--- config.mk ---
export PLATFORM = sky130hd
export DESIGN_NAME = msp_ram
export DESIGN_NICKNAME = d
export VERILOG_FILES = /design/src/rtl/core/msp_pkg.sv /design/src/rtl/core/msp_ram.sv
export SDC_FILE = /design/constraint.sdc
export NUM_CORES = 2
export LEC_CHECK = 0
export ABC_AREA = 0
export BUFFER_PORTS_ARGS = -buffer_cell sky130_fd_sc_hd__buf_4
export CAP_MARGIN = 15
export CORE_MARGIN = 2
export CORE_UTILIZATION = 45
export DETAILED_ROUTE_END_ITERATION = 10
export PLACE_DENSITY = 0.72
export REMOVE_ABC_BUFFERS = 1
export SLEW_MARGIN = 20
export SYNTH_ARGS = -nofsm -noshare
export SYNTH_HDL_FRONTEND = slang
export SYNTH_SLANG_ARGS = --single-unit
--- constraint.sdc ---
create_clock -name clk -period 2.7 [get_ports clk]
set_input_delay 0.54 -clock clk [delete_from_list [all_inputs] [get_ports clk]]
set_output_delay 0.54 -clock clk [all_outputs]
set_load 0.01 [all_outputs]
--- src/rtl/core/msp_pkg.sv ---
// shared types, constants and helpers of the modbus server pdu engine
// no dependencies; imported by every module of the block
package msp_pkg;

  localparam int COIL_COUNT_DEF      = 2048;
  localparam int DISCRETE_COUNT_DEF  = 2048;
  localparam int HOLDING_COUNT_DEF   = 256;
  localparam int INPUT_REG_COUNT_DEF = 256;
  localparam int FRAME_MAX_DEF       = 256;

  // wide address: start + quantity without 16-bit wrap
  localparam int AW = 17;

  localparam logic [7:0] FC_RD_COILS    = 8'd1;
  localparam logic [7:0] FC_RD_DISCRETE = 8'd2;
  localparam logic [7:0] FC_RD_HOLDING  = 8'd3;
  localparam logic [7:0] FC_RD_INPUT    = 8'd4;
  localparam logic [7:0] FC_WR_COIL     = 8'd5;
  localparam logic [7:0] FC_WR_REG      = 8'd6;
  localparam logic [7:0] FC_WR_COILS    = 8'd15;
  localparam logic [7:0] FC_WR_REGS     = 8'd16;

  localparam logic [7:0] EX_FUNC  = 8'd1;
  localparam logic [7:0] EX_ADDR  = 8'd2;
  localparam logic [7:0] EX_VALUE = 8'd3;
  localparam logic [7:0] EX_FLAG  = 8'h80;

  localparam logic [15:0] QTY_RD_BITS_MAX = 16'd2000;
  localparam logic [15:0] QTY_RD_REGS_MAX = 16'd125;
  localparam logic [15:0] QTY_WR_BITS_MAX = 16'd1968;
  localparam logic [15:0] QTY_WR_REGS_MAX = 16'd123;
  localparam logic [15:0] COIL_ON         = 16'hFF00;

  typedef enum logic [1:0] {
    OP_FRAME  = 2'd0,
    OP_SET_DI = 2'd1,
    OP_SET_IR = 2'd2
  } opcode_t;

  typedef enum logic [4:0] {
    S_CLEAR,
    S_IDLE,
    S_HDR,
    S_CHECK,
    S_HEAD,
    S_BIT_RD,
    S_BIT_CAP,
    S_BYTE_OUT,
    S_REG_RD,
    S_REG_HI,
    S_REG_LO,
    S_WC_RD,
    S_WC_WR,
    S_WH_RDH,
    S_WH_RDL,
    S_WH_WR,
    S_DONE
  } state_t;

  typedef enum logic [1:0] {
    K_EXC,
    K_ECHO,
    K_RDBIT,
    K_RDREG
  } kind_t;

  typedef struct packed {
    logic       vld;
    logic [7:0] data;
    logic       last;
  } byte_chan_t;

  function automatic int addr_w(input int depth);
    return (depth > 1) ? $clog2(depth) : 1;
  endfunction

  function automatic logic range_ok(input logic [15:0] a, input logic [15:0] q,
                                    input logic [AW-1:0] cnt);
    logic [AW-1:0] last_a;
    last_a = AW'(a) + AW'(q) - AW'(1);
    return (AW'(a) < cnt) && (last_a < cnt);
  endfunction

endpackage

--- src/rtl/core/msp_ram.sv ---
// simple dual port ram, one write and one registered read port
// depends on msp_pkg for the address width helper
module msp_ram #(
  parameter int DEPTH = 256,
  parameter int WIDTH = 8,
  localparam int RAW  = msp_pkg::addr_w(DEPTH)
) (
  input  logic             clk,
  input  logic             we,
  input  logic [RAW-1:0]   wa,
  input  logic [WIDTH-1:0] wd,
  input  logic             re,
  input  logic [RAW-1:0]   ra,
  output logic [WIDTH-1:0] rd
);
  import msp_pkg::*;

  logic [WIDTH-1:0] mem [DEPTH];
  logic [WIDTH-1:0] rd_r;

  always_ff @(posedge clk) begin
    if (we) begin
      mem[wa] <= wd;
    end
    if (re) begin
      rd_r <= mem[ra];
    end
  end

  assign rd = rd_r;

endmodule

Word level (Yosys, flattened, before mapping)
Memory sizes are Yosys's and may differ from the RTL's. A register that Yosys moved wholly into a read port is not among the register bits.
Index checks and enable logic that the tools add are counted.

word-level totals
  flip-flop bits (word level) = 0
  RAM bits = 2048
  output and inout port bits = 8
  word-level logic and storage cells = 3
  memories kept = 1

memory list
  memory  words  width  read ports  clocked after Yosys merged registers in  write ports  RTL line       source
  mem     256    8      1           1                                        1            msp_ram.sv:18  logic [WIDTH-1:0] mem [DEPTH];

cells by class
  multiplexer cells = 2

operator list
  cell     number
  $mux W1  2

Logic depth before layout (Yosys ltp)
  word-level depth = 2
  mapped depth = 11

Least setup slack after synthesis
Ideal clock, no wire load.

  kind = input -> register
  from = in ra[0]
  to = reg rd_r[2], in the netlist rd[2], read port of mem, data pin
  library setup time = 0.269 ns
  arrival = 2.347 ns
  data required time = 2.431 ns
  path slack = 0.084 ns
  stages on the path = 9
  buffers on the path = 4
  path through = buf_6 > buf_12 > buf_8 > buf_2 > mux4_2 > a22oi_1 > a21oi_1 > nor4_1 > nor4_2

RTL lines
  item                RTL line       source
  start: declaration  msp_ram.sv:13  input logic [RAW-1:0] ra,
  end: declaration    msp_ram.sv:19  logic [WIDTH-1:0] rd_r;

==> Implementation_results.wiki <==
{| class="wikitable"
! Metric !! Value
|-
| Status || complete, no violations
|-
| Area share of the largest cell type after synthesis || 0.775
|-
| Setup repair after global routing missed its margin || false
|-
| Portion of total power attributed to the clock network || 0.407
|-
| Nets || approximately 4500
|-
| Library cells used by synthesis || 54
|-
| Growth of design area from synthesis to finish || 18.3%
|-
| Drt wl/cell || approximately 29 µm
|-
| Post-layout min period || 2.67 ns
|-
| Arrival @ worst endpoint || about 3.2 ns
|-
| Count of pins over their slew limit || 0
|-
| HPWL Detailed || between 100 and 150 mm
|-
| Mean cell area of the mapped netlist || 21.3 µm²
|-
| DRC violation total after the first TritonRoute iteration || 5488
|-
| Sum of overflow across all layers after global routing || 0
|-
| Post-CTS setup-driven buffer insertion count || 0
|-
| Final Power || about 66 mW
|-
| VDD IR-drop max || slightly above 0.6 mV
|-
| Number of failing hold endpoints at the final stage || 0
|-
| Overall Global Routing Usage || 0.220
|-
| Vias per Instance || roughly 6
|-
| Largest net degree at the start of global routing || 96
|-
| Post-synth EDFFs || between 2000 and 2500
|-
| Clock buffer count from CTS || 197
|-
| Antenna-violating nets left || 0
|-
| Critical Path End Type || flop
|-
| Residual DRC count || 0
|-
| Global-route wire length before repair || 289 mm
|-
| Die Height || between 400 and 500 µm
|-
| Leakage power of the design || just over 30 nW
|-
| Worst-skew pair later-pin latency || ~0.82 ns
|-
| TritonCTS clock tree || yes
|-
| Switching component of the power || between 10 and 15 mW
|-
| Critical path class || input port to flop
|-
| Synth area leaders || edfxtp_1 78%, mux4_2 13%, mux2i_1 1.7%
|-
| Total of hold buffers inserted after clock tree synthesis || 0
|-
| Die W || around 420 µm
|-
| Number of global-route vias before repair || between 40000 and 50000
|-
| Data required, critical path || between 3 and 4 ns
|-
| Final core utilization || 0.536
|-
| Sequential share of power || 0.537
|-
| Setup violators final || 0
|-
| Number of buffers on the longest clock path || 3
|-
| Largest area contributor in the netlist || edfxtp_1
|-
| Synth Flop Type || edfxtp_1
|-
| Pwr per Cell Area || slightly below 700 mW/mm²
|-
| Number of antenna violations at the first check in global routing || 10
|-
| Count of pins on the block boundary || 35
|-
| Sw frac || 0.210
|-
| Number of clock sinks || slightly above 2000
|-
| Cells after synthesis || 3733
|-
| Placed cell area || 0.0879 mm²
|-
| FP Rows || around 150
|-
| Pre-Repair DR Iteration Count || 6
|-
| Worst slew pin tran || about 0.96 ns
|-
| Kind of start point of the critical path || input port
|-
| Post-synthesis sequential area ratio || 0.775
|-
| Post-route worst hold slack || 0.106 ns
|-
| Upper clock frequency limit || 374 MHz
|-
| Cell area after synthesis || 0.0796 mm²
|-
| Clock transition time at the flip-flop clock pins of the worst setup and hold paths || 0.06 ns
|-
| Worst-path maximum fanout || 15
|-
| Post-synthesis sequential element count || between 2000 and 2500
|-
| Final clock period utilization by the worst path || 0.989
|-
| Max cap viols || 0
|-
| Fraction of synthesis flops using an asynchronous set or reset pin || 0
|-
| Warnings from Yosys || 0
|-
| Int Power || 51.8 mW
|-
| Summed area of non-filler cells in the final layout || around 0.094 mm²
|-
| Die Footprint || between 0.15 and 0.2 mm²
|-
| Proportion of power drawn by combinational gates || 0.056
|-
| Class of the tightest hold or removal check || input port to flop
|-
| Setup clock skew after layout || between 0.015 and 0.02 ns
|-
| Initial core utilization || 0.453
|-
| Overall routed net length || between 150 and 200 mm
|-
| Core region area || around 0.18 mm²
|-
| H-Tree Depth || 4
|-
| Number of filler cells placed in the layout || around 13000
|-
| Weighted congestion at the end of routability-driven global placement || around 0.88
|-
| Layout cell share with drive strength beyond 1 || 0.326
|-
| Worst slew margin relative to its limit || 0.357
|-
| PortBufs || 34
|-
| Root buffer cell || clkbuf_16
|-
| Overall via count from detail_route || ~42000
|}
[cell type report]
| cell class | count | area, µm² | share of cell area |
|---|---|---|---|
| Sequential cell | 2056 | 61700 | 0.655 |
| Multi-Input combinational cell | 1442 | 16500 | 0.176 |
| Timing Repair Buffer | 753 | 6790 | 0.0720 |
| Clock buffer | 241 | 5160 | 0.0547 |
| Tap cell | 2340 | 2930 | 0.0311 |
| Clock inverter | 122 | 1050 | 0.0111 |
| Antenna cell | 7 | 17.5 | 0.000186 |
| Inverter | 2 | 7.51 | 0.0000797 |
[what timing repair did]
item	in CTS	in global routing
resized for setup	8	5
setup endpoints to repair	5	5
endpoints found under the hold margin	0	0
[cells by family after synthesis]
logic type,count (synthesis),share of synthesized area
AND/OR/NAND/NOR,466,0.0263
buffers and inverters,235,0.0183
multiplexers,591,0.146
AO/OA/AOI/OAI,385,0.0342
flip-flops,2056,0.775
[cell usage after synthesis, types with 4 or more instances]
cell type     n
a22oi_1     133
a211oi_1     16
nand2_1      33
o21ai_0      10
or2_2         4
nor2_1      282
and2_1        6
a22o_1        8
o211ai_1     10
mux2i_1     134
o22ai_1      28
o221ai_1     46
buf_12        8
nand3_1      34
nor2b_1      31
edfxtp_1   2056
buf_8        13
o22a_1        5
a21oi_1      96
buf_2        31
nand4_1      10
a221oi_1     13
mux4_2      454
clkbuf_1    111
buf_4        27
buf_1        22
o32ai_1       4
buf_6        21
nor4_1       24
nor3_1       22
nand2b_1      8
[critical path: stages]
cell	delay, ns
buf_8	0.15
buf_12	0.24
buf_4	0.21
buf_4	0.19
mux4_2	0.50
a22oi_1	0.31
a21oi_1	0.21
nor4_1	0.55
buf_4	0.25
nor4_1	0.04
[path summary, 6_finish.rpt]
check	from	endpoint	depth (start not counted)	slack (ns)
max reg2reg	mem[70][0]	rd[0]	6	0.09
min	re	rd[2]	1	0.11
min reg2reg	mem[40][3]	rd[3]	6	1.13
max	ra[0]	rd[1]	10	0.03
[layer usage]
layer | up-vias | wire length [µm] | global-route usage | share of wire
met4 | 4 | 7250 | 0.0780 | 0.036
li1 | 17137 | - | - | -
met3 | 422 | 19300 | 0.0370 | 0.097
met1 | 21749 | 73800 | 0.300 | 0.37
met5 | - | 28 | 0 | 0.00014
met2 | 2468 | 98600 | 0.362 | 0.50
[power by group through the flow]
stage          logic (mW)  registers [mW]  clock network, mW
2_1_floorplan        1.24            35.9                  0
5_1_grt              3.86            35.2               28.2
6_report             3.69            35.2               26.7
3_3_place_gp         3.60            35.9                  0
4_1_cts              3.69            35.2               27.0
3_5_place_dp         3.66            35.9                  0
[registers in the layout (all words and copies together), names as in the netlist]
register / cells
rd: 8
mem: 2048
[metrics by stage]
step	setup WS (ns)	instances	setup TNS, ns
after global placement	-1.24	6593	-7.12
final	0.0293	6963	0
after CTS	0.00910	6956	0
after global routing	0.00373	6959	0
after detailed placement	-1.25	6593	-7.08
after floorplan	-0.333	3500	-2.36
[cells in the final DEF (no fill, tap or decap), drive strengths merged, types with 4 or more instances in the layout]
| cell type | instances |
|---|---|
| o22a | 5 |
| nor2b | 31 |
| diode | 7 |
| clkinvlp | 5 |
| a221oi | 14 |
| mux4 | 456 |
| clkinv | 91 |
| o221ai | 47 |
| a21oi | 96 |
| and2 | 6 |
| a22oi | 133 |
| inv | 12 |
| bufinv | 16 |
| a2111oi | 5 |
| o211ai | 10 |
| o22ai | 28 |
| clkbuf | 249 |
| a22o | 8 |
| nand2 | 33 |
| nand4 | 10 |
| mux2i | 134 |
| nor4 | 27 |
| a211oi | 16 |
| buf | 745 |
| or2 | 4 |
| nand3 | 34 |
| o32ai | 5 |
| nor3 | 22 |
| nor2 | 282 |
| edfxtp | 2056 |
| o21ai | 12 |
| nand2b | 8 |
(Power assumes the default switching activity.)
