## src/rtl/core/msp_pkg.sv

```systemverilog
// shared types, constants and helpers of the modbus server pdu engine
// no dependencies; imported by every module of the block
package msp_pkg;

  localparam int COIL_COUNT_DEF      = 2048;
  localparam int DISCRETE_COUNT_DEF  = 2048;
  localparam int HOLDING_COUNT_DEF   = 256;
  localparam int INPUT_REG_COUNT_DEF = 256;
  localparam int FRAME_MAX_DEF       = 256;

  // wide address: start + quantity without 16-bit wrap
  localparam int AW = 17;

  localparam logic [7:0] FC_RD_COILS    = 8'd1;
  localparam logic [7:0] FC_RD_DISCRETE = 8'd2;
  localparam logic [7:0] FC_RD_HOLDING  = 8'd3;
  localparam logic [7:0] FC_RD_INPUT    = 8'd4;
  localparam logic [7:0] FC_WR_COIL     = 8'd5;
  localparam logic [7:0] FC_WR_REG      = 8'd6;
  localparam logic [7:0] FC_WR_COILS    = 8'd15;
  localparam logic [7:0] FC_WR_REGS     = 8'd16;

  localparam logic [7:0] EX_FUNC  = 8'd1;
  localparam logic [7:0] EX_ADDR  = 8'd2;
  localparam logic [7:0] EX_VALUE = 8'd3;
  localparam logic [7:0] EX_FLAG  = 8'h80;

  localparam logic [15:0] QTY_RD_BITS_MAX = 16'd2000;
  localparam logic [15:0] QTY_RD_REGS_MAX = 16'd125;
  localparam logic [15:0] QTY_WR_BITS_MAX = 16'd1968;
  localparam logic [15:0] QTY_WR_REGS_MAX = 16'd123;
  localparam logic [15:0] COIL_ON         = 16'hFF00;

  typedef enum logic [1:0] {
    OP_FRAME  = 2'd0,
    OP_SET_DI = 2'd1,
    OP_SET_IR = 2'd2
  } opcode_t;

  typedef enum logic [4:0] {
    S_CLEAR,
    S_IDLE,
    S_HDR,
    S_CHECK,
    S_HEAD,
    S_BIT_RD,
    S_BIT_CAP,
    S_BYTE_OUT,
    S_REG_RD,
    S_REG_HI,
    S_REG_LO,
    S_WC_RD,
    S_WC_WR,
    S_WH_RDH,
    S_WH_RDL,
    S_WH_WR,
    S_DONE
  } state_t;

  typedef enum logic [1:0] {
    K_EXC,
    K_ECHO,
    K_RDBIT,
    K_RDREG
  } kind_t;

  typedef struct packed {
    logic       vld;
    logic [7:0] data;
    logic       last;
  } byte_chan_t;

  function automatic int addr_w(input int depth);
    return (depth > 1) ? $clog2(depth) : 1;
  endfunction

  function automatic logic range_ok(input logic [15:0] a, input logic [15:0] q,
                                    input logic [AW-1:0] cnt);
    logic [AW-1:0] last_a;
    last_a = AW'(a) + AW'(q) - AW'(1);
    return (AW'(a) < cnt) && (last_a < cnt);
  endfunction

endpackage

```

## src/rtl/core/msp_emit.sv

```systemverilog
// packs response bytes into 4-lane items and holds them in the output register
// depends on msp_pkg for the byte channel struct
module msp_emit (
  input  logic               clk,
  input  logic               rst_n,
  input  msp_pkg::byte_chan_t bch,
  output logic               bch_rdy,
  output logic               out_valid,
  input  logic               out_stall,
  output logic [7:0]         out_byte0,
  output logic [7:0]         out_byte1,
  output logic [7:0]         out_byte2,
  output logic [7:0]         out_byte3,
  output logic [2:0]         out_valid_bytes,
  output logic               out_last_of_response
);
  import msp_pkg::*;

  logic [7:0] acc_r [4];
  logic [7:0] acc_nxt [4];
  logic [2:0] cnt_r, cnt_nxt;
  logic       pend_r, pend_nxt;
  logic       plast_r, plast_nxt;
  logic       ov_r, ov_nxt;
  logic [7:0] ob_r [4];
  logic [7:0] ob_nxt [4];
  logic [2:0] on_r, on_nxt;
  logic       ol_r, ol_nxt;
  logic       take, free;

  assign take    = ov_r & ~out_stall;
  assign free    = ~ov_r | take;
  assign bch_rdy = ~pend_r;

  always_comb begin
    logic [7:0] lanes [4];
    logic [2:0] ncnt;
    acc_nxt   = acc_r;
    cnt_nxt   = cnt_r;
    pend_nxt  = pend_r;
    plast_nxt = plast_r;
    ob_nxt    = ob_r;
    on_nxt    = on_r;
    ol_nxt    = ol_r;
    ov_nxt    = ov_r & ~take;
    lanes     = acc_r;
    lanes[cnt_r[1:0]] = bch.data;
    ncnt      = cnt_r + 3'd1;
    if (pend_r) begin
      if (free) begin
        ob_nxt   = acc_r;
        on_nxt   = cnt_r;
        ol_nxt   = plast_r;
        ov_nxt   = 1'b1;
        acc_nxt  = '{default: 8'd0};
        cnt_nxt  = 3'd0;
        pend_nxt = 1'b0;
      end
    end else if (bch.vld) begin
      if (ncnt == 3'd4 || bch.last) begin
        if (free) begin
          ob_nxt  = lanes;
          on_nxt  = ncnt;
          ol_nxt  = bch.last;
          ov_nxt  = 1'b1;
          acc_nxt = '{default: 8'd0};
          cnt_nxt = 3'd0;
        end else begin
          acc_nxt   = lanes;
          cnt_nxt   = ncnt;
          pend_nxt  = 1'b1;
          plast_nxt = bch.last;
        end
      end else begin
        acc_nxt = lanes;
        cnt_nxt = ncnt;
      end
    end
  end

  always_ff @(posedge clk) begin
    if (!rst_n) begin
      acc_r   <= '{default: 8'd0};
      cnt_r   <= 3'd0;
      pend_r  <= 1'b0;
      plast_r <= 1'b0;
      ov_r    <= 1'b0;
    end else begin
      acc_r   <= acc_nxt;
      cnt_r   <= cnt_nxt;
      pend_r  <= pend_nxt;
      plast_r <= plast_nxt;
      ov_r    <= ov_nxt;
    end
    ob_r <= ob_nxt;
    on_r <= on_nxt;
    ol_r <= ol_nxt;
  end

  assign out_valid            = ov_r;
  assign out_byte0            = ob_r[0];
  assign out_byte1            = ob_r[1];
  assign out_byte2            = ob_r[2];
  assign out_byte3            = ob_r[3];
  assign out_valid_bytes      = on_r;
  assign out_last_of_response = ol_r;

`ifndef SYNTHESIS
  a_lane_count: assert property (@(posedge clk) disable iff (!rst_n)
    ov_r |-> (on_r != 3'd0 && on_r <= 3'd4))
    else $error("item with bad lane count");
  a_full_unless_last: assert property (@(posedge clk) disable iff (!rst_n)
    (ov_r && !ol_r) |-> on_r == 3'd4)
    else $error("non-final item not full");
  a_pend_nonempty: assert property (@(posedge clk) disable iff (!rst_n)
    pend_r |-> cnt_r != 3'd0)
    else $error("pending item with no bytes");
`endif

endmodule
```

## config.mk

```make
export PLATFORM = sky130hd
export DESIGN_NAME = msp_emit
export DESIGN_NICKNAME = d
export VERILOG_FILES = /design/src/rtl/core/msp_pkg.sv /design/src/rtl/core/msp_emit.sv
export SDC_FILE = /design/constraint.sdc
export NUM_CORES = 1
export LEC_CHECK = 0
export BUFFER_PORTS_ARGS = -buffer_cell sky130_fd_sc_hd__buf_2
export CORE_ASPECT_RATIO = 1.1
export CORE_UTILIZATION = 54
export CTS_BUF_LIST = sky130_fd_sc_hd__clkbuf_2 sky130_fd_sc_hd__clkbuf_4 sky130_fd_sc_hd__clkbuf_8
export CTS_CLUSTER_DIAMETER = 100
export DETAILED_ROUTE_END_ITERATION = 10
export GPL_ROUTABILITY_DRIVEN = 0
export GPL_TIMING_DRIVEN = 0
export HOLD_SLACK_MARGIN = 0.1
export PLACE_DENSITY = 0.87
export SLEW_MARGIN = 20
export SYNTH_ARGS = -nofsm -noshare
export SYNTH_HDL_FRONTEND = slang
export SYNTH_SLANG_ARGS = --single-unit
```

## constraint.sdc

```tcl
create_clock -name clk -period 3.35 [get_ports clk]
set_input_delay 0.1675 -clock clk [delete_from_list [all_inputs] [get_ports clk]]
set_output_delay 0.1675 -clock clk [all_outputs]
set_load 0.01 [all_outputs]
```

After elaboration in Yosys (flattened, before gate mapping)
Index checks and enable logic that the tools add are counted.
{ "word_totals": {"word_cells": 71, "input_bits": 13, "regBits": 74, "output_inout_bits": 38} }
{ "op_classes": {"n_reduce_logical": 7, "muxes": 36, "addsub": 1, "bitwise_logic": 9, "n_eq_ne": 2, "n_lt_le_gt_ge": 2} }
{ "ops": {"columns": ["cell", "count"], "rows": [
  ["32-bit two-way mux", 10],
  ["32-bit bitwise mux", 1],
  ["3-bit two-way mux", 10],
  ["8-bit demux with 2-bit select", 1],
  ["1-bit two-way mux", 13],
  ["8-bit two-way mux", 1],
  ["1-bit inverter", 5],
  ["4-bit AND reduction", 1],
  ["2-bit nonzero test", 2],
  ["3-bit by 1-bit adder with 3-bit output (second input constant)", 1],
  ["3-bit equality test (second input constant)", 1],
  ["3-bit >= comparator (second input constant)", 1],
  ["3-bit by 1-bit less-than comparator with 1-bit output (second input constant)", 1],
  ["2-bit inverter with 3-bit output", 1],
  ["3-bit AND reduction", 1],
  ["1-bit bitwise AND", 2],
  ["2-bit by 1-bit != test with 1-bit output (second input constant)", 1],
  ["2-bit AND reduction", 1],
  ["1-bit logical AND", 1],
  ["1-bit logical OR", 1],
  ["1-bit bitwise OR", 1]
]} }

Longest topological paths before layout
Gate-level depths: netlist of run 1.
{ "depth": {"depth_word": 10, "mapped_depth": 6, "ltp_nobuf": 5} }

Least setup slack after synthesis of run 1
OpenSTA, ideal clock, no wires.
{ "synth_timing": {"path_type": "reg2reg", "startpoint": "reg cnt_r[0]", "endpoint": "reg ob_r, in the netlist out_byte0[0], enable pin", "t_required_ns": 2.909, "path_stages_with_launch": 6, "setup_ns": 0.441, "t_arrival_ns": 2.807, "slack_ns": 0.102, "n_path_buf": 0, "synth_period_minus_slack_ns": 3.248, "cell_sequence": "dfxtp_1 -> ha_1 -> ha_1 -> o21a_1 -> nor2_1 -> a21oi_1"} }
{ "synth_via": {"elab_chain_len": 5} }
{ "synth_rtl": {"columns": ["element", "line", "source"], "rows": [
  ["start: declaration", "msp_emit.sv:21", "logic [2:0] cnt_r, cnt_nxt;"],
  ["start signal: assignment", "msp_emit.sv:90", "cnt_r <= cnt_nxt;"],
  ["3-bit by 1-bit adder with 3-bit output", "msp_emit.sv:48", "ncnt = cnt_r + 3'd1;"],
  ["3-bit equality test", "msp_emit.sv:60", "if (ncnt == 3'd4 || bch.last) begin"],
  ["1-bit logical OR", "msp_emit.sv:60", null],
  ["2-bit nonzero test (no line)", null, null],
  ["3-bit AND reduction (no line)", null, null],
  ["end signal: assignment", "msp_emit.sv:95", "ob_r <= ob_nxt;"],
  ["end: declaration", "msp_emit.sv:25", "logic [7:0] ob_r [4];"]
]} }
No other way between the ends.
A chain may end at the register's enable or synchronous reset.

Worst setup path in the final report of run 1
{ "layout_timing": {"startpoint": "reg cnt_r[0]", "endpoint": "reg ob_r, in the netlist out_byte0[6], enable pin"} }
The elaborated chain is that of the path after synthesis.

==> results of run 1 <==
placed cells by master, fill, tap and decap left out, drive strengths merged, types with 2 or more instances in the layout:
| cell | Yosys | final |
|---|---|---|
| or3 | 2 | 2 |
| a211o | 32 | 32 |
| nor2b | 4 | 4 |
| nand2b | 33 | 33 |
| edfxtp | 36 | 36 |
| a21boi | 36 | 36 |
| ha | 5 | 5 |
| clkbuf | 4 | 14 |
| inv | 6 | 6 |
| nand3 | 35 | 35 |
| buf | 24 | 74 |
| dfxtp | 38 | 38 |
| o21a | 2 | 2 |
| nand2 | 34 | 34 |
| mux2 | 33 | 33 |
| clkinv | 0 | 4 |
stage by stage:
step           utilization  setup WS (ns)
2_1_floorplan            -          0.102
3_3_place_gp         0.612         -0.763
3_5_place_dp         0.618           1.04
4_1_cts              0.647           1.01
5_1_grt              0.647          0.889
6_report             0.647           1.01
how the worst max path moves through the flow:
stage                              to  slack, ns  cells past startpoint
6_report       out_byte0[6]$_DFFE_PP_       1.01                      6
5_1_grt        out_byte0[6]$_DFFE_PP_       0.89                      6
4_1_cts        out_byte0[6]$_DFFE_PP_       1.01                      6
3_5_place_dp   out_byte2[6]$_DFFE_PP_       1.04                      6
3_3_place_gp   out_byte2[6]$_DFFE_PP_      -0.76                      5
2_1_floorplan  out_byte0[0]$_DFFE_PP_       0.10                      5
cell families (layout without fill, tap and decap cells):
family | Yosys count | in the layout | share of synthesized area
buf+inv | 34 | 100 | 0.0485
xor+xnor | 1 | 1 | 0.00239
fa+ha+maj | 5 | 5 | 0.0171
flops | 74 | 74 | 0.503
simple gates | 112 | 112 | 0.159
mux | 34 | 34 | 0.104
compound gates | 75 | 75 | 0.166
worst register-to-register path, delay by kind of cell (launching register included):
kind | cells | cell delay (ns)
compound gates | 2 | 0.61
fa+ha+maj | 2 | 0.67
buf+inv | 1 | 0.25
flops | 1 | 0.44
simple gates | 1 | 0.07
per-layer routing:
layer,global-route usage,vias to the layer above
li1,-,1334
met1,0.310,1361
met2,0.429,89
met3,0.0361,21
met4,0.157,0
met5,0,-
power by group through the flow:
stage | logic, mW | registers [mW] | clock network [mW]
2_1_floorplan | 0.109 | 1.02 | 0
3_3_place_gp | 0.188 | 1.01 | 0
3_5_place_dp | 0.199 | 1.01 | 0
4_1_cts | 0.199 | 0.992 | 0.682
5_1_grt | 0.216 | 0.995 | 0.717
6_report | 0.201 | 0.992 | 0.683
registers in the layout, indices dropped and copies added (netlist names):
signal	count
pend_r	1
out_byte2	8
acc_r	32
out_valid_bytes	3
out_byte0	8
cnt_r	3
plast_r	1
out_last_of_response	1
out_valid	1
out_byte1	8
out_byte3	8
area by class of cell:
cell class                 instances  area, um2  area share
sequential                        74       1840       0.434
timing repair buffer              50        273      0.0643
clock buffer                      10        131      0.0310
buffer                            28        155      0.0366
tap                               82        103      0.0242
clock inverter                     6       57.6      0.0136
multi-input combinational        227       1660       0.390
inverter                           6       22.5     0.00531
synthesized netlist by cell type:
master	count	area, um2
sky130_fd_sc_hd__nand3_1	35	175
sky130_fd_sc_hd__nand2b_1	32	200
sky130_fd_sc_hd__mux2i_1	1	10.0
sky130_fd_sc_hd__buf_2	19	95.1
sky130_fd_sc_hd__nor2_1	1	3.75
sky130_fd_sc_hd__nor2b_1	4	25.0
sky130_fd_sc_hd__o31a_1	1	8.76
sky130_fd_sc_hd__clkbuf_1	4	15.0
sky130_fd_sc_hd__buf_6	2	22.5
sky130_fd_sc_hd__a21boi_0	1	7.51
sky130_fd_sc_hd__nand2_1	34	128
sky130_fd_sc_hd__o21ai_0	1	5.00
sky130_fd_sc_hd__nand4bb_1	1	11.3
sky130_fd_sc_hd__xnor2_1	1	8.76
sky130_fd_sc_hd__dfxtp_1	38	761
sky130_fd_sc_hd__inv_1	6	22.5
sky130_fd_sc_hd__o21a_1	2	15.0
sky130_fd_sc_hd__edfxtp_1	36	1080
sky130_fd_sc_hd__a21oi_1	1	5.00
sky130_fd_sc_hd__nor3_1	1	5.00
sky130_fd_sc_hd__ha_1	5	62.6
sky130_fd_sc_hd__nand2b_4	1	13.8
sky130_fd_sc_hd__a211o_1	32	280
sky130_fd_sc_hd__a2bb2oi_2	1	15.0
sky130_fd_sc_hd__or3_1	2	12.5
sky130_fd_sc_hd__mux2_2	33	372
sky130_fd_sc_hd__a21boi_1	35	263
sky130_fd_sc_hd__a21bo_2	1	10.0
sky130_fd_sc_hd__nor3b_1	1	7.51
sky130_fd_sc_hd__buf_4	3	22.5
==> metrics.txt, run 1 <==
# TYPE chip_impl_metric gauge
chip_impl_info{name="worstHoldStart",value="bch[9]"} 1
chip_impl_metric{name="power.switching_fraction",unit=""} 0.249
chip_impl_metric{name="dieArea",unit="um2"} 7120
chip_impl_metric{name="drt_iter0_drc",unit=""} 224
chip_impl_metric{name="routed-wl-met2",unit="um"} 4220
chip_impl_metric{name="route.met3.wl",unit="um"} 424
chip_impl_metric{name="worstRegToRegCells",unit=""} 6
chip_impl_metric{name="cts.clk_slew.worst_paths",unit="ns"} 0.08
chip_impl_metric{name="ctsHtreeMaxLevel",unit=""} 3
chip_impl_info{name="r2r_start",value="cnt_r[0]$_SDFFE_PN0P_"} 1
chip_impl_metric{name="numCtsBuffers",unit=""} 9
chip_impl_metric{name="n_fill_cell",unit=""} 501
chip_impl_info{name="grt_setup_unrepaired",value="no"} 1
chip_impl_metric{name="die-height",unit="um"} 88.4
chip_impl_info{name="criticalPathCategory",value="reg -> reg"} 1
chip_impl_metric{name="tns",unit="ns"} 0
chip_impl_metric{name="slew-limit-headroom",unit=""} 0.606
chip_impl_metric{name="clkSinkCount",unit=""} 74
chip_impl_metric{name="grt_max_degree",unit=""} 24
chip_impl_metric{name="worst-r2r-setup-slack",unit="ns"} 1.01
chip_impl_info{name="slowest_stage",value="sky130_fd_sc_hd__a21oi_4"} 1
chip_impl_metric{name="timing.hold.worst_path_depth",unit=""} 3
chip_impl_metric{name="routedLengthMet1",unit="um"} 3550
chip_impl_metric{name="number_of_antenna_violations_at_the_first_check_in_global_routing",unit=""} 0
chip_impl_info{name="highest_layer",value="met4"} 1
chip_impl_metric{name="drt-vias-per-instance",unit=""} 5.81
chip_impl_metric{name="vdd.ir_drop.worst",unit="mV"} 0.267
chip_impl_info{name="clock_root_buffer",value="sky130_fd_sc_hd__clkbuf_8"} 1
chip_impl_metric{name="drtPass1Iterations",unit=""} 7
chip_impl_metric{name="fin_worst_hold_slack",unit="ns"} 0.148
chip_impl_metric{name="postSynthRegisterBits",unit=""} 74
chip_impl_metric{name="slew_violations",unit=""} 0
chip_impl_metric{name="floorplan.die.width",unit="um"} 80.5
chip_impl_info{name="cp_top_family",value="adder cells"} 1
chip_impl_metric{name="finalSetupViolations",unit=""} 0
chip_impl_metric{name="instances_no_fill",unit=""} 483
chip_impl_metric{name="portion_of_the_clock_cycle_consumed_by_the_worst_path_in_the_final_layout",unit=""} 0.699
chip_impl_metric{name="ctsResizeCount",unit=""} 0
chip_impl_metric{name="layout-drive-gt1-share",unit=""} 0.309
chip_impl_metric{name="vias_in_the_first_global_route",unit=""} 2772
chip_impl_info{name="tritoncts_clock_tree",value="built"} 1
chip_impl_metric{name="critical_path.max_stage_delay",unit="ns"} 0.48
chip_impl_metric{name="max_cap_viol_count",unit=""} 0
chip_impl_metric{name="worstMarginPinSlew",unit="ns"} 0.590
chip_impl_metric{name="grt_pass1_wl",unit="um"} 13400
chip_impl_metric{name="clock_skew",unit="ns"} 0.00662
chip_impl_metric{name="critPathRequiredTime",unit="ns"} 3.41
chip_impl_info{name="cp_common_cell",value="sky130_fd_sc_hd__ha_1"} 1
chip_impl_metric{name="cts_hold_buffers",unit=""} 0
chip_impl_metric{name="pwr-share-seq",unit=""} 0.529
chip_impl_metric{name="initial_core_util",unit=""} 0.559
chip_impl_metric{name="total_power",unit="mW"} 1.88
chip_impl_metric{name="syn-instance-count",unit=""} 335
chip_impl_metric{name="remaining_drc_errors",unit=""} 2
chip_impl_metric{name="post_synth.cell_area_avg",unit="um2"} 10.9
chip_impl_metric{name="final_nets",unit=""} 414
chip_impl_metric{name="route.antenna.remaining_nets",unit=""} 0
chip_impl_metric{name="pin_count",unit=""} 51
chip_impl_info{name="beginning_of_the_critical_path",value="cnt_r[0]$_SDFFE_PN0P_"} 1
chip_impl_metric{name="io_buffer_count",unit=""} 49
chip_impl_metric{name="mappedNetlistArea",unit="um2"} 3660
chip_impl_metric{name="detailed_place_hpwl",unit="um"} 5650
chip_impl_metric{name="route.final.wire_length",unit="um"} 8450
chip_impl_info{name="worstPathCellList",value="ha_1 > ha_1 > o21a_1 > nor2_1 > a21oi_4 > buf_16"} 1
chip_impl_info{name="worstReg2RegEnd",value="out_byte0[6]$_DFFE_PP_"} 1
chip_impl_metric{name="placementRows",unit=""} 31
chip_impl_metric{name="placedCellCount",unit=""} 467
chip_impl_metric{name="place_area",unit="um2"} 4050
chip_impl_metric{name="synthDistinctLibCells",unit=""} 30
chip_impl_metric{name="finalInstanceArea",unit="um2"} 4240
chip_impl_metric{name="power_leakage",unit="nW"} 1.55
chip_impl_metric{name="final_period_minus_worst_setup_slack",unit="ns"} 2.34
chip_impl_metric{name="yosysWarnings",unit=""} 0
chip_impl_info{name="timing.critical_path.from_type",value="flip-flop"} 1
chip_impl_metric{name="globalRoute.totalOverflow",unit=""} 0
chip_impl_metric{name="syn_to_final_growth",unit="%"} 15.7
chip_impl_metric{name="antenna_cells_inserted",unit=""} 0
chip_impl_metric{name="hold_violations",unit=""} 0
chip_impl_metric{name="wp_buf_inv",unit=""} 1
chip_impl_metric{name="number_of_nets_produced_by_synthesis",unit=""} 353
chip_impl_info{name="end_kind",value="flip-flop"} 1
chip_impl_metric{name="cell_internal_pwr",unit="mW"} 1.41
chip_impl_info{name="timing.hold.worst_endpoint",value="cnt_r[1]$_SDFFE_PN0P_"} 1
chip_impl_metric{name="critPathMaxFanout",unit=""} 23
chip_impl_metric{name="sequential_to_total_area_share_from_yosys_stat",unit=""} 0.503
chip_impl_metric{name="clock_latency",unit="ns"} 0.36
chip_impl_metric{name="pwr-share-clk",unit=""} 0.364
chip_impl_metric{name="total_switching_power",unit="mW"} 0.468
chip_impl_metric{name="postCtsSetupRepairBufs",unit=""} 0
chip_impl_metric{name="placeableCoreArea",unit="um2"} 6560
chip_impl_metric{name="fmax",unit="MHz"} 427
chip_impl_metric{name="track_usage",unit=""} 0.255
chip_impl_info{name="hold_class",value="in -> reg"} 1
chip_impl_metric{name="combinationalPowerShare",unit=""} 0.107
chip_impl_metric{name="num_vias",unit=""} 2805
chip_impl_info{name="status",value="complete, but fails checks"} 1
chip_impl_metric{name="powerDensity",unit="nW/um2"} 443
chip_impl_metric{name="ctsLongestPathBuffers",unit=""} 2
chip_impl_metric{name="wl_per_cell",unit="um"} 17.5
chip_impl_info{name="violations",value="design-rule violations"} 1
chip_impl_metric{name="worstPathArrival",unit="ns"} 2.41
No activity file was read; power rests on OpenSTA's default activity.
==> run 2, diff against run 1 <==
- CORE_UTILIZATION: 54 -> 55
- PLACE_DENSITY: 0.87 -> 0.85
- clock period: 3.35 -> 2.25 ns (I/O delays scaled with it)
==> metrics.txt, run 2 (synthesized netlist as in run 1, its figures left out) <==
# TYPE chip_impl_metric gauge
chip_impl_metric{name="finalInstanceArea",unit="um2"} 4270
chip_impl_metric{name="total_power",unit="mW"} 2.74
chip_impl_metric{name="max_cap_viol_count",unit=""} 0
chip_impl_metric{name="worst-r2r-setup-slack",unit="ns"} 0.16
chip_impl_metric{name="flip_flop_count_of_the_largest_register_all_copies_and_words_added",unit=""} 32
chip_impl_metric{name="wl_per_cell",unit="um"} 18.6
chip_impl_info{name="timing.hold.worst_endpoint",value="cnt_r[1]$_SDFFE_PN0P_"} 1
chip_impl_metric{name="layout-drive-gt1-share",unit=""} 0.322
chip_impl_metric{name="clkSinkCount",unit=""} 74
chip_impl_metric{name="critPathMaxFanout",unit=""} 10
chip_impl_metric{name="critPathRequiredTime",unit="ns"} 2.37
chip_impl_metric{name="pin_count",unit=""} 51
chip_impl_info{name="grt_setup_unrepaired",value="no"} 1
chip_impl_metric{name="worstRegToRegCells",unit=""} 6
chip_impl_metric{name="number_of_antenna_violations_at_the_first_check_in_global_routing",unit=""} 0
chip_impl_metric{name="slew_violations",unit=""} 0
chip_impl_metric{name="slew-limit-headroom",unit=""} 0.620
chip_impl_metric{name="tns",unit="ns"} 0
chip_impl_metric{name="cts_hold_buffers",unit=""} 0
chip_impl_metric{name="finalSetupViolations",unit=""} 0
chip_impl_metric{name="pre_cts_slack",unit="ns"} -0.363
chip_impl_metric{name="route.final.wire_length",unit="um"} 9010
chip_impl_metric{name="placeableCoreArea",unit="um2"} 6310
chip_impl_metric{name="drt-vias-per-instance",unit=""} 6.12
chip_impl_metric{name="antenna_cells_inserted",unit=""} 0
chip_impl_metric{name="hold_violations",unit=""} 0
chip_impl_metric{name="num_vias",unit=""} 2961
chip_impl_metric{name="detailed_place_hpwl",unit="um"} 5470
chip_impl_metric{name="drt_iter0_drc",unit=""} 311
chip_impl_metric{name="grt_pass1_wl",unit="um"} 14100
chip_impl_metric{name="drtPass1Iterations",unit=""} 5
chip_impl_metric{name="cts.clk_slew.worst_paths",unit="ns"} 0.07
chip_impl_metric{name="remaining_drc_errors",unit=""} 0
chip_impl_metric{name="fmax",unit="MHz"} 479
chip_impl_metric{name="postLayoutSetupSlackWorst",unit="ns"} 0.162
chip_impl_info{name="criticalPathCategory",value="reg -> reg"} 1
chip_impl_metric{name="worstPathArrival",unit="ns"} 2.21
chip_impl_metric{name="fin_worst_hold_slack",unit="ns"} 0.122
chip_impl_metric{name="initial_core_util",unit=""} 0.581
chip_impl_metric{name="powerDensity",unit="nW/um2"} 641
chip_impl_metric{name="finalCoreUtilization",unit=""} 0.677
chip_impl_metric{name="route.antenna.remaining_nets",unit=""} 0
chip_impl_metric{name="clock_latency",unit="ns"} 0.35
chip_impl_metric{name="timing.hold.worst_path_depth",unit=""} 3
chip_impl_metric{name="floorplan.die.width",unit="um"} 79.8
chip_impl_metric{name="vdd.ir_drop.worst",unit="mV"} 0.356
chip_impl_info{name="end_kind",value="flip-flop"} 1
chip_impl_info{name="mostFrequentLayoutCells",value="68 x sky130_fd_sc_hd__buf_2, 38 x sky130_fd_sc_hd__dfxtp_1, 36 x sky130_fd_sc_hd__edfxtp_1"} 1
chip_impl_metric{name="die-height",unit="um"} 87.6
chip_impl_metric{name="final_nets",unit=""} 417
chip_impl_metric{name="globalRoute.totalOverflow",unit=""} 0
chip_impl_metric{name="vias_in_the_first_global_route",unit=""} 2811
chip_impl_metric{name="place_area",unit="um2"} 4020
chip_impl_metric{name="placedCellCount",unit=""} 464
chip_impl_info{name="worstHoldStart",value="bch[9]"} 1
chip_impl_info{name="registers.top_by_ff_count",value="acc_r"} 1
chip_impl_metric{name="ctsHtreeMaxLevel",unit=""} 3
chip_impl_info{name="worstReg2RegEnd",value="out_byte1[4]$_DFFE_PP_"} 1
chip_impl_metric{name="io_buffer_count",unit=""} 49
chip_impl_metric{name="worstMarginPinSlew",unit="ns"} 0.568
chip_impl_info{name="r2r_start",value="cnt_r[0]$_SDFFE_PN0P_"} 1
chip_impl_info{name="clock_root_buffer",value="sky130_fd_sc_hd__clkbuf_8"} 1
chip_impl_metric{name="portion_of_the_clock_cycle_consumed_by_the_worst_path_in_the_final_layout",unit=""} 0.928
chip_impl_metric{name="dieArea",unit="um2"} 6990
chip_impl_info{name="hold_class",value="in -> reg"} 1
chip_impl_metric{name="instances_no_fill",unit=""} 484
chip_impl_metric{name="syn_to_final_growth",unit="%"} 16.6
chip_impl_metric{name="ctsLongestPathBuffers",unit=""} 2
chip_impl_info{name="mostFrequentLayoutCell",value="sky130_fd_sc_hd__buf_2"} 1
chip_impl_metric{name="track_usage",unit=""} 0.273
chip_impl_metric{name="power_leakage",unit="nW"} 1.57
chip_impl_info{name="tritoncts_clock_tree",value="built"} 1
chip_impl_metric{name="clock_skew",unit="ns"} 0.00492
chip_impl_metric{name="grt_max_degree",unit=""} 19
chip_impl_metric{name="final_period_minus_worst_setup_slack",unit="ns"} 2.09
chip_impl_info{name="timing.critical_path.from_type",value="flip-flop"} 1
chip_impl_metric{name="placementRows",unit=""} 30
chip_impl_info{name="status",value="finished clean"} 1
chip_impl_metric{name="numCtsBuffers",unit=""} 9
==> run 2: changes by cell type in the layout (fill, tap and decap cells not counted), sizes merged <==
cell | previous run | this run
clkinv | 4 | 3
a21oi | 1 | 2
buf | 74 | 76
bufinv | 1 | 0
clkinvlp | 1 | 0
clkbuf | 14 | 17
==> run 2: how the worst max path moves through the flow <==
| stage | endpoint | from | slack (ns) | depth (start not counted) |
|---|---|---|---|---|
| CTS | out_byte3[0]$_DFFE_PP_ | cnt_r[0]$_SDFFE_PN0P_ | 0.18 | 6 |
| global placement | out_byte2[5]$_DFFE_PP_ | cnt_r[0]$_SDFFE_PN0P_ | -0.25 | 5 |
| floorplan | out_byte0[0]$_DFFE_PP_ | cnt_r[0]$_SDFFE_PN0P_ | 0.18 | 5 |
| finish | out_byte1[4]$_DFFE_PP_ | cnt_r[0]$_SDFFE_PN0P_ | 0.16 | 6 |
| detailed placement | out_byte2[4]$_DFFE_PP_ | cnt_r[0]$_SDFFE_PN0P_ | -0.36 | 5 |
| global route | acc_r[15]$_SDFFE_PN0P_ | cnt_r[0]$_SDFFE_PN0P_ | 0.04 | 6 |
==> run 2: report_power, final <==
part | leakage, nW | switching [mW] | internal, mW
combinational | 0.822 | 0.188 | 0.130
clock | 0.0974 | 0.478 | 0.463
sequential | 0.651 | 0.0195 | 1.46
==> run 2: cell type report <==
type,count,area (um2)
tap,80,100
buffer,28,155
clock buffer,13,160
timing repair buffer,52,305
inverter,6,22.5
fill,473,2030
multi-input combinational,228,1670
clock inverter,3,15.0
sequential,74,1840
==> run 2: timing repair <==
item / CTS / global route
buffers inserted: 3 / 0
resized for setup: 1 / 0
setup endpoints to repair: 36 / 0
==> run 2: per-layer routing <==
| layer | vias up | share of wire | track usage | wire length [um] |
|---|---|---|---|---|
| met5 | - | 0 | 0 | 0 |
| met4 | 0 | 0.037 | 0.177 | 329 |
| met3 | 29 | 0.088 | 0.0385 | 791 |
| met2 | 168 | 0.48 | 0.434 | 4360 |
| met1 | 1427 | 0.39 | 0.349 | 3530 |
| li1 | 1337 | - | - | - |
==> run 2: critical path, cell delays in order (launching register included) <==
cell and delay, ns:
sky130_fd_sc_hd__dfxtp_1 0.36, sky130_fd_sc_hd__ha_1 0.33, sky130_fd_sc_hd__ha_1 0.27, sky130_fd_sc_hd__o21a_1 0.17
sky130_fd_sc_hd__nor2_1 0.44, sky130_fd_sc_hd__a21oi_4 0.09, sky130_fd_sc_hd__buf_12 0.18
==> run 3, diff against run 2 <==
- CELL_PAD_IN_SITES_DETAIL_PLACEMENT: default -> 0
- CELL_PAD_IN_SITES_GLOBAL_PLACEMENT: default -> 2
- CORE_UTILIZATION: 55 -> 39
- PLACE_DENSITY: 0.85 -> 0.9
==> metrics.txt, run 3 (synthesized netlist as in run 1, its figures left out) <==
# TYPE chip_impl_metric gauge
chip_impl_metric{name="initial_core_util",unit=""} 0.407
chip_impl_info{name="cp_top_family",value="adder cells"} 1
chip_impl_metric{name="wp_buf_inv",unit=""} 1
chip_impl_metric{name="critical_path_depth",unit=""} 6
chip_impl_metric{name="power_leakage",unit="nW"} 1.59
chip_impl_metric{name="vias_in_the_first_global_route",unit=""} 2713
chip_impl_metric{name="worstRegToRegCells",unit=""} 6
chip_impl_metric{name="max_cap_viol_count",unit=""} 0
chip_impl_metric{name="clock_latency",unit="ns"} 0.36
chip_impl_info{name="slowest_stage",value="sky130_fd_sc_hd__dfxtp_1"} 1
chip_impl_metric{name="ctsLongestPathBuffers",unit=""} 2
chip_impl_info{name="tritoncts_clock_tree",value="built"} 1
chip_impl_metric{name="route.antenna.remaining_nets",unit=""} 0
chip_impl_metric{name="fmax",unit="MHz"} 483
chip_impl_metric{name="grt_max_degree",unit=""} 14
chip_impl_metric{name="clock_skew",unit="ns"} 0.0155
chip_impl_metric{name="drtPass1Iterations",unit=""} 4
chip_impl_metric{name="layout-drive-gt1-share",unit=""} 0.328
chip_impl_info{name="worstReg2RegEnd",value="acc_r[16]$_SDFFE_PN0P_"} 1
chip_impl_metric{name="tns",unit="ns"} 0
chip_impl_metric{name="syn_to_final_growth",unit="%"} 19.4
chip_impl_info{name="end_kind",value="flip-flop"} 1
chip_impl_metric{name="placedCellCount",unit=""} 498
chip_impl_metric{name="worstPathArrival",unit="ns"} 2.31
chip_impl_info{name="mostFrequentLayoutCells",value="68 x sky130_fd_sc_hd__buf_2, 38 x sky130_fd_sc_hd__dfxtp_1, 36 x sky130_fd_sc_hd__edfxtp_1"} 1
chip_impl_info{name="worstHoldStart",value="bch[8]"} 1
chip_impl_metric{name="worstMarginPinSlew",unit="ns"} 0.500
chip_impl_metric{name="pre_cts_slack",unit="ns"} -0.510
chip_impl_metric{name="track_usage",unit=""} 0.201
chip_impl_metric{name="hold_violations",unit=""} 0
chip_impl_metric{name="grt_pass1_wl",unit="um"} 14900
chip_impl_metric{name="critical_path.max_stage_delay",unit="ns"} 0.45
chip_impl_metric{name="route.met3.wl",unit="um"} 424
chip_impl_info{name="mostFrequentLayoutCell",value="sky130_fd_sc_hd__buf_2"} 1
chip_impl_info{name="highest_layer",value="met4"} 1
chip_impl_metric{name="postLayoutSetupSlackWorst",unit="ns"} 0.180
chip_impl_metric{name="num_vias",unit=""} 2806
chip_impl_info{name="registers.top_by_ff_count",value="acc_r"} 1
chip_impl_info{name="criticalPathCategory",value="reg -> reg"} 1
chip_impl_info{name="r2r_start",value="cnt_r[0]$_SDFFE_PN0P_"} 1
chip_impl_metric{name="number_of_antenna_violations_at_the_first_check_in_global_routing",unit=""} 0
chip_impl_metric{name="remaining_drc_errors",unit=""} 0
chip_impl_info{name="hold_class",value="in -> reg"} 1
chip_impl_metric{name="slew-limit-headroom",unit=""} 0.667
chip_impl_metric{name="flip_flop_count_of_the_largest_register_all_copies_and_words_added",unit=""} 32
chip_impl_metric{name="cts.clk_slew.worst_paths",unit="ns"} 0.09
chip_impl_info{name="status",value="finished clean"} 1
chip_impl_metric{name="detailed_place_hpwl",unit="um"} 5810
chip_impl_metric{name="n_fill_cell",unit=""} 852
chip_impl_metric{name="pin_count",unit=""} 51
chip_impl_metric{name="worst-r2r-setup-slack",unit="ns"} 0.18
chip_impl_info{name="grt_setup_unrepaired",value="no"} 1
chip_impl_info{name="worstPathCellList",value="ha_2 > ha_1 > a2bb2oi_2 > buf_2 > a211o_1 > a21boi_1"} 1
chip_impl_metric{name="routedLengthMet1",unit="um"} 4200
chip_impl_metric{name="final_nets",unit=""} 419
chip_impl_metric{name="critPathRequiredTime",unit="ns"} 2.49
chip_impl_metric{name="routed-wl-met2",unit="um"} 4510
chip_impl_info{name="timing.hold.worst_endpoint",value="acc_r[15]$_SDFFE_PN0P_"} 1
chip_impl_metric{name="floorplan.die.width",unit="um"} 94.4
chip_impl_metric{name="placeableCoreArea",unit="um2"} 9010
chip_impl_metric{name="placementRows",unit=""} 36
chip_impl_metric{name="io_buffer_count",unit=""} 49
chip_impl_metric{name="wl_per_cell",unit="um"} 17.9
chip_impl_metric{name="die-height",unit="um"} 104
chip_impl_info{name="timing.critical_path.from_type",value="flip-flop"} 1
chip_impl_metric{name="slew_violations",unit=""} 0
chip_impl_info{name="clock_root_buffer",value="sky130_fd_sc_hd__clkbuf_8"} 1
chip_impl_metric{name="portion_of_the_clock_cycle_consumed_by_the_worst_path_in_the_final_layout",unit=""} 0.920
chip_impl_metric{name="place_area",unit="um2"} 4060
chip_impl_metric{name="final_period_minus_worst_setup_slack",unit="ns"} 2.07
chip_impl_metric{name="ctsHtreeMaxLevel",unit=""} 3
chip_impl_metric{name="timing.hold.worst_path_depth",unit=""} 4
chip_impl_metric{name="numCtsBuffers",unit=""} 9
chip_impl_metric{name="multi_input_comb_area",unit="um2"} 1680
chip_impl_metric{name="critPathMaxFanout",unit=""} 10
chip_impl_metric{name="vdd.ir_drop.worst",unit="mV"} 0.527
chip_impl_metric{name="globalRoute.totalOverflow",unit=""} 0
chip_impl_metric{name="clkSinkCount",unit=""} 74
chip_impl_metric{name="drt_iter0_drc",unit=""} 104
chip_impl_metric{name="route.final.wire_length",unit="um"} 9320
chip_impl_metric{name="finalSetupViolations",unit=""} 0
chip_impl_metric{name="powerDensity",unit="nW/um2"} 669
chip_impl_metric{name="drt-vias-per-instance",unit=""} 5.40
chip_impl_metric{name="dieArea",unit="um2"} 9790
chip_impl_metric{name="instances_no_fill",unit=""} 520
chip_impl_metric{name="ff_latch_area",unit="um2"} 1840
chip_impl_metric{name="antenna_cells_inserted",unit=""} 0
chip_impl_metric{name="finalInstanceArea",unit="um2"} 4380
## run 3: changes by cell type in the layout (fill, tap and decap cells not counted), sizes merged
cell         change
buf              +1
dlygate4sd3      +1
bufinv           +2
clkbuf           -3
clkinvlp         +1
## run 3: power breakdown
group          total, mW  internal (mW)  switching, mW
Clock               1.13          0.631          0.494
Sequential          1.48           1.46         0.0194
Combinational      0.323          0.133          0.190
Total               2.93           2.22          0.704
## run 3: what timing repair did
item | in CTS | in global routing
hold buffers | 1 | 0
setup buffers | 4 | 0
endpoints found under the setup margin | 36 | 64
hold endpoints to repair | 1 | 0
cloned | 1 | 0
resized for setup | 1 | 2
## run 3: worst reg2reg max path: stages, from the launching register on
cell                        delay (ns)
sky130_fd_sc_hd__dfxtp_1          0.45
sky130_fd_sc_hd__ha_2             0.34
sky130_fd_sc_hd__ha_1             0.27
sky130_fd_sc_hd__a2bb2oi_2        0.37
sky130_fd_sc_hd__buf_2            0.32
sky130_fd_sc_hd__a211o_1          0.15
sky130_fd_sc_hd__a21boi_1         0.06
## run 3: worst max-delay path by stage
stage | from | end
final | cnt_r[0]$_SDFFE_PN0P_ | acc_r[16]$_SDFFE_PN0P_
after global routing | cnt_r[0]$_SDFFE_PN0P_ | acc_r[16]$_SDFFE_PN0P_
after CTS | cnt_r[0]$_SDFFE_PN0P_ | acc_r[16]$_SDFFE_PN0P_
after detailed placement | cnt_r[0]$_SDFFE_PN0P_ | out_byte1[4]$_DFFE_PP_
after global placement | cnt_r[0]$_SDFFE_PN0P_ | out_byte2[6]$_DFFE_PP_
after floorplan | cnt_r[0]$_SDFFE_PN0P_ | out_byte0[0]$_DFFE_PP_
## run 3: per-stage QoR
| step | hold slack (ns) | util | power, mW |
|---|---|---|---|
| after CTS | 0.169 | 0.485 | 2.95 |
| after global routing | 0.188 | 0.486 | 3.04 |
| after floorplan | 0.289 | - | 1.69 |
| final | 0.188 | 0.486 | 2.93 |
| after detailed placement | 0.457 | 0.451 | 1.81 |
| after global placement | 0.445 | 0.451 | 1.80 |
## run 3: area by class of cell
| cell class | instances | area share |
|---|---|---|
| Sequential cell | 74 | 0.421 |
| Multi-Input combinational cell | 228 | 0.383 |
| Timing Repair Buffer | 54 | 0.0738 |
| Buffer | 28 | 0.0355 |
| Tap cell | 114 | 0.0326 |
| Clock buffer | 10 | 0.0300 |
| Clock inverter | 6 | 0.0189 |
| Inverter | 6 | 0.00515 |
## run 3: routing by layer
layer,global-route usage,vias up
met5,0,-
met4,0.0791,0
met3,0.0330,15
met2,0.314,67
met1,0.274,1389
li1,-,1335
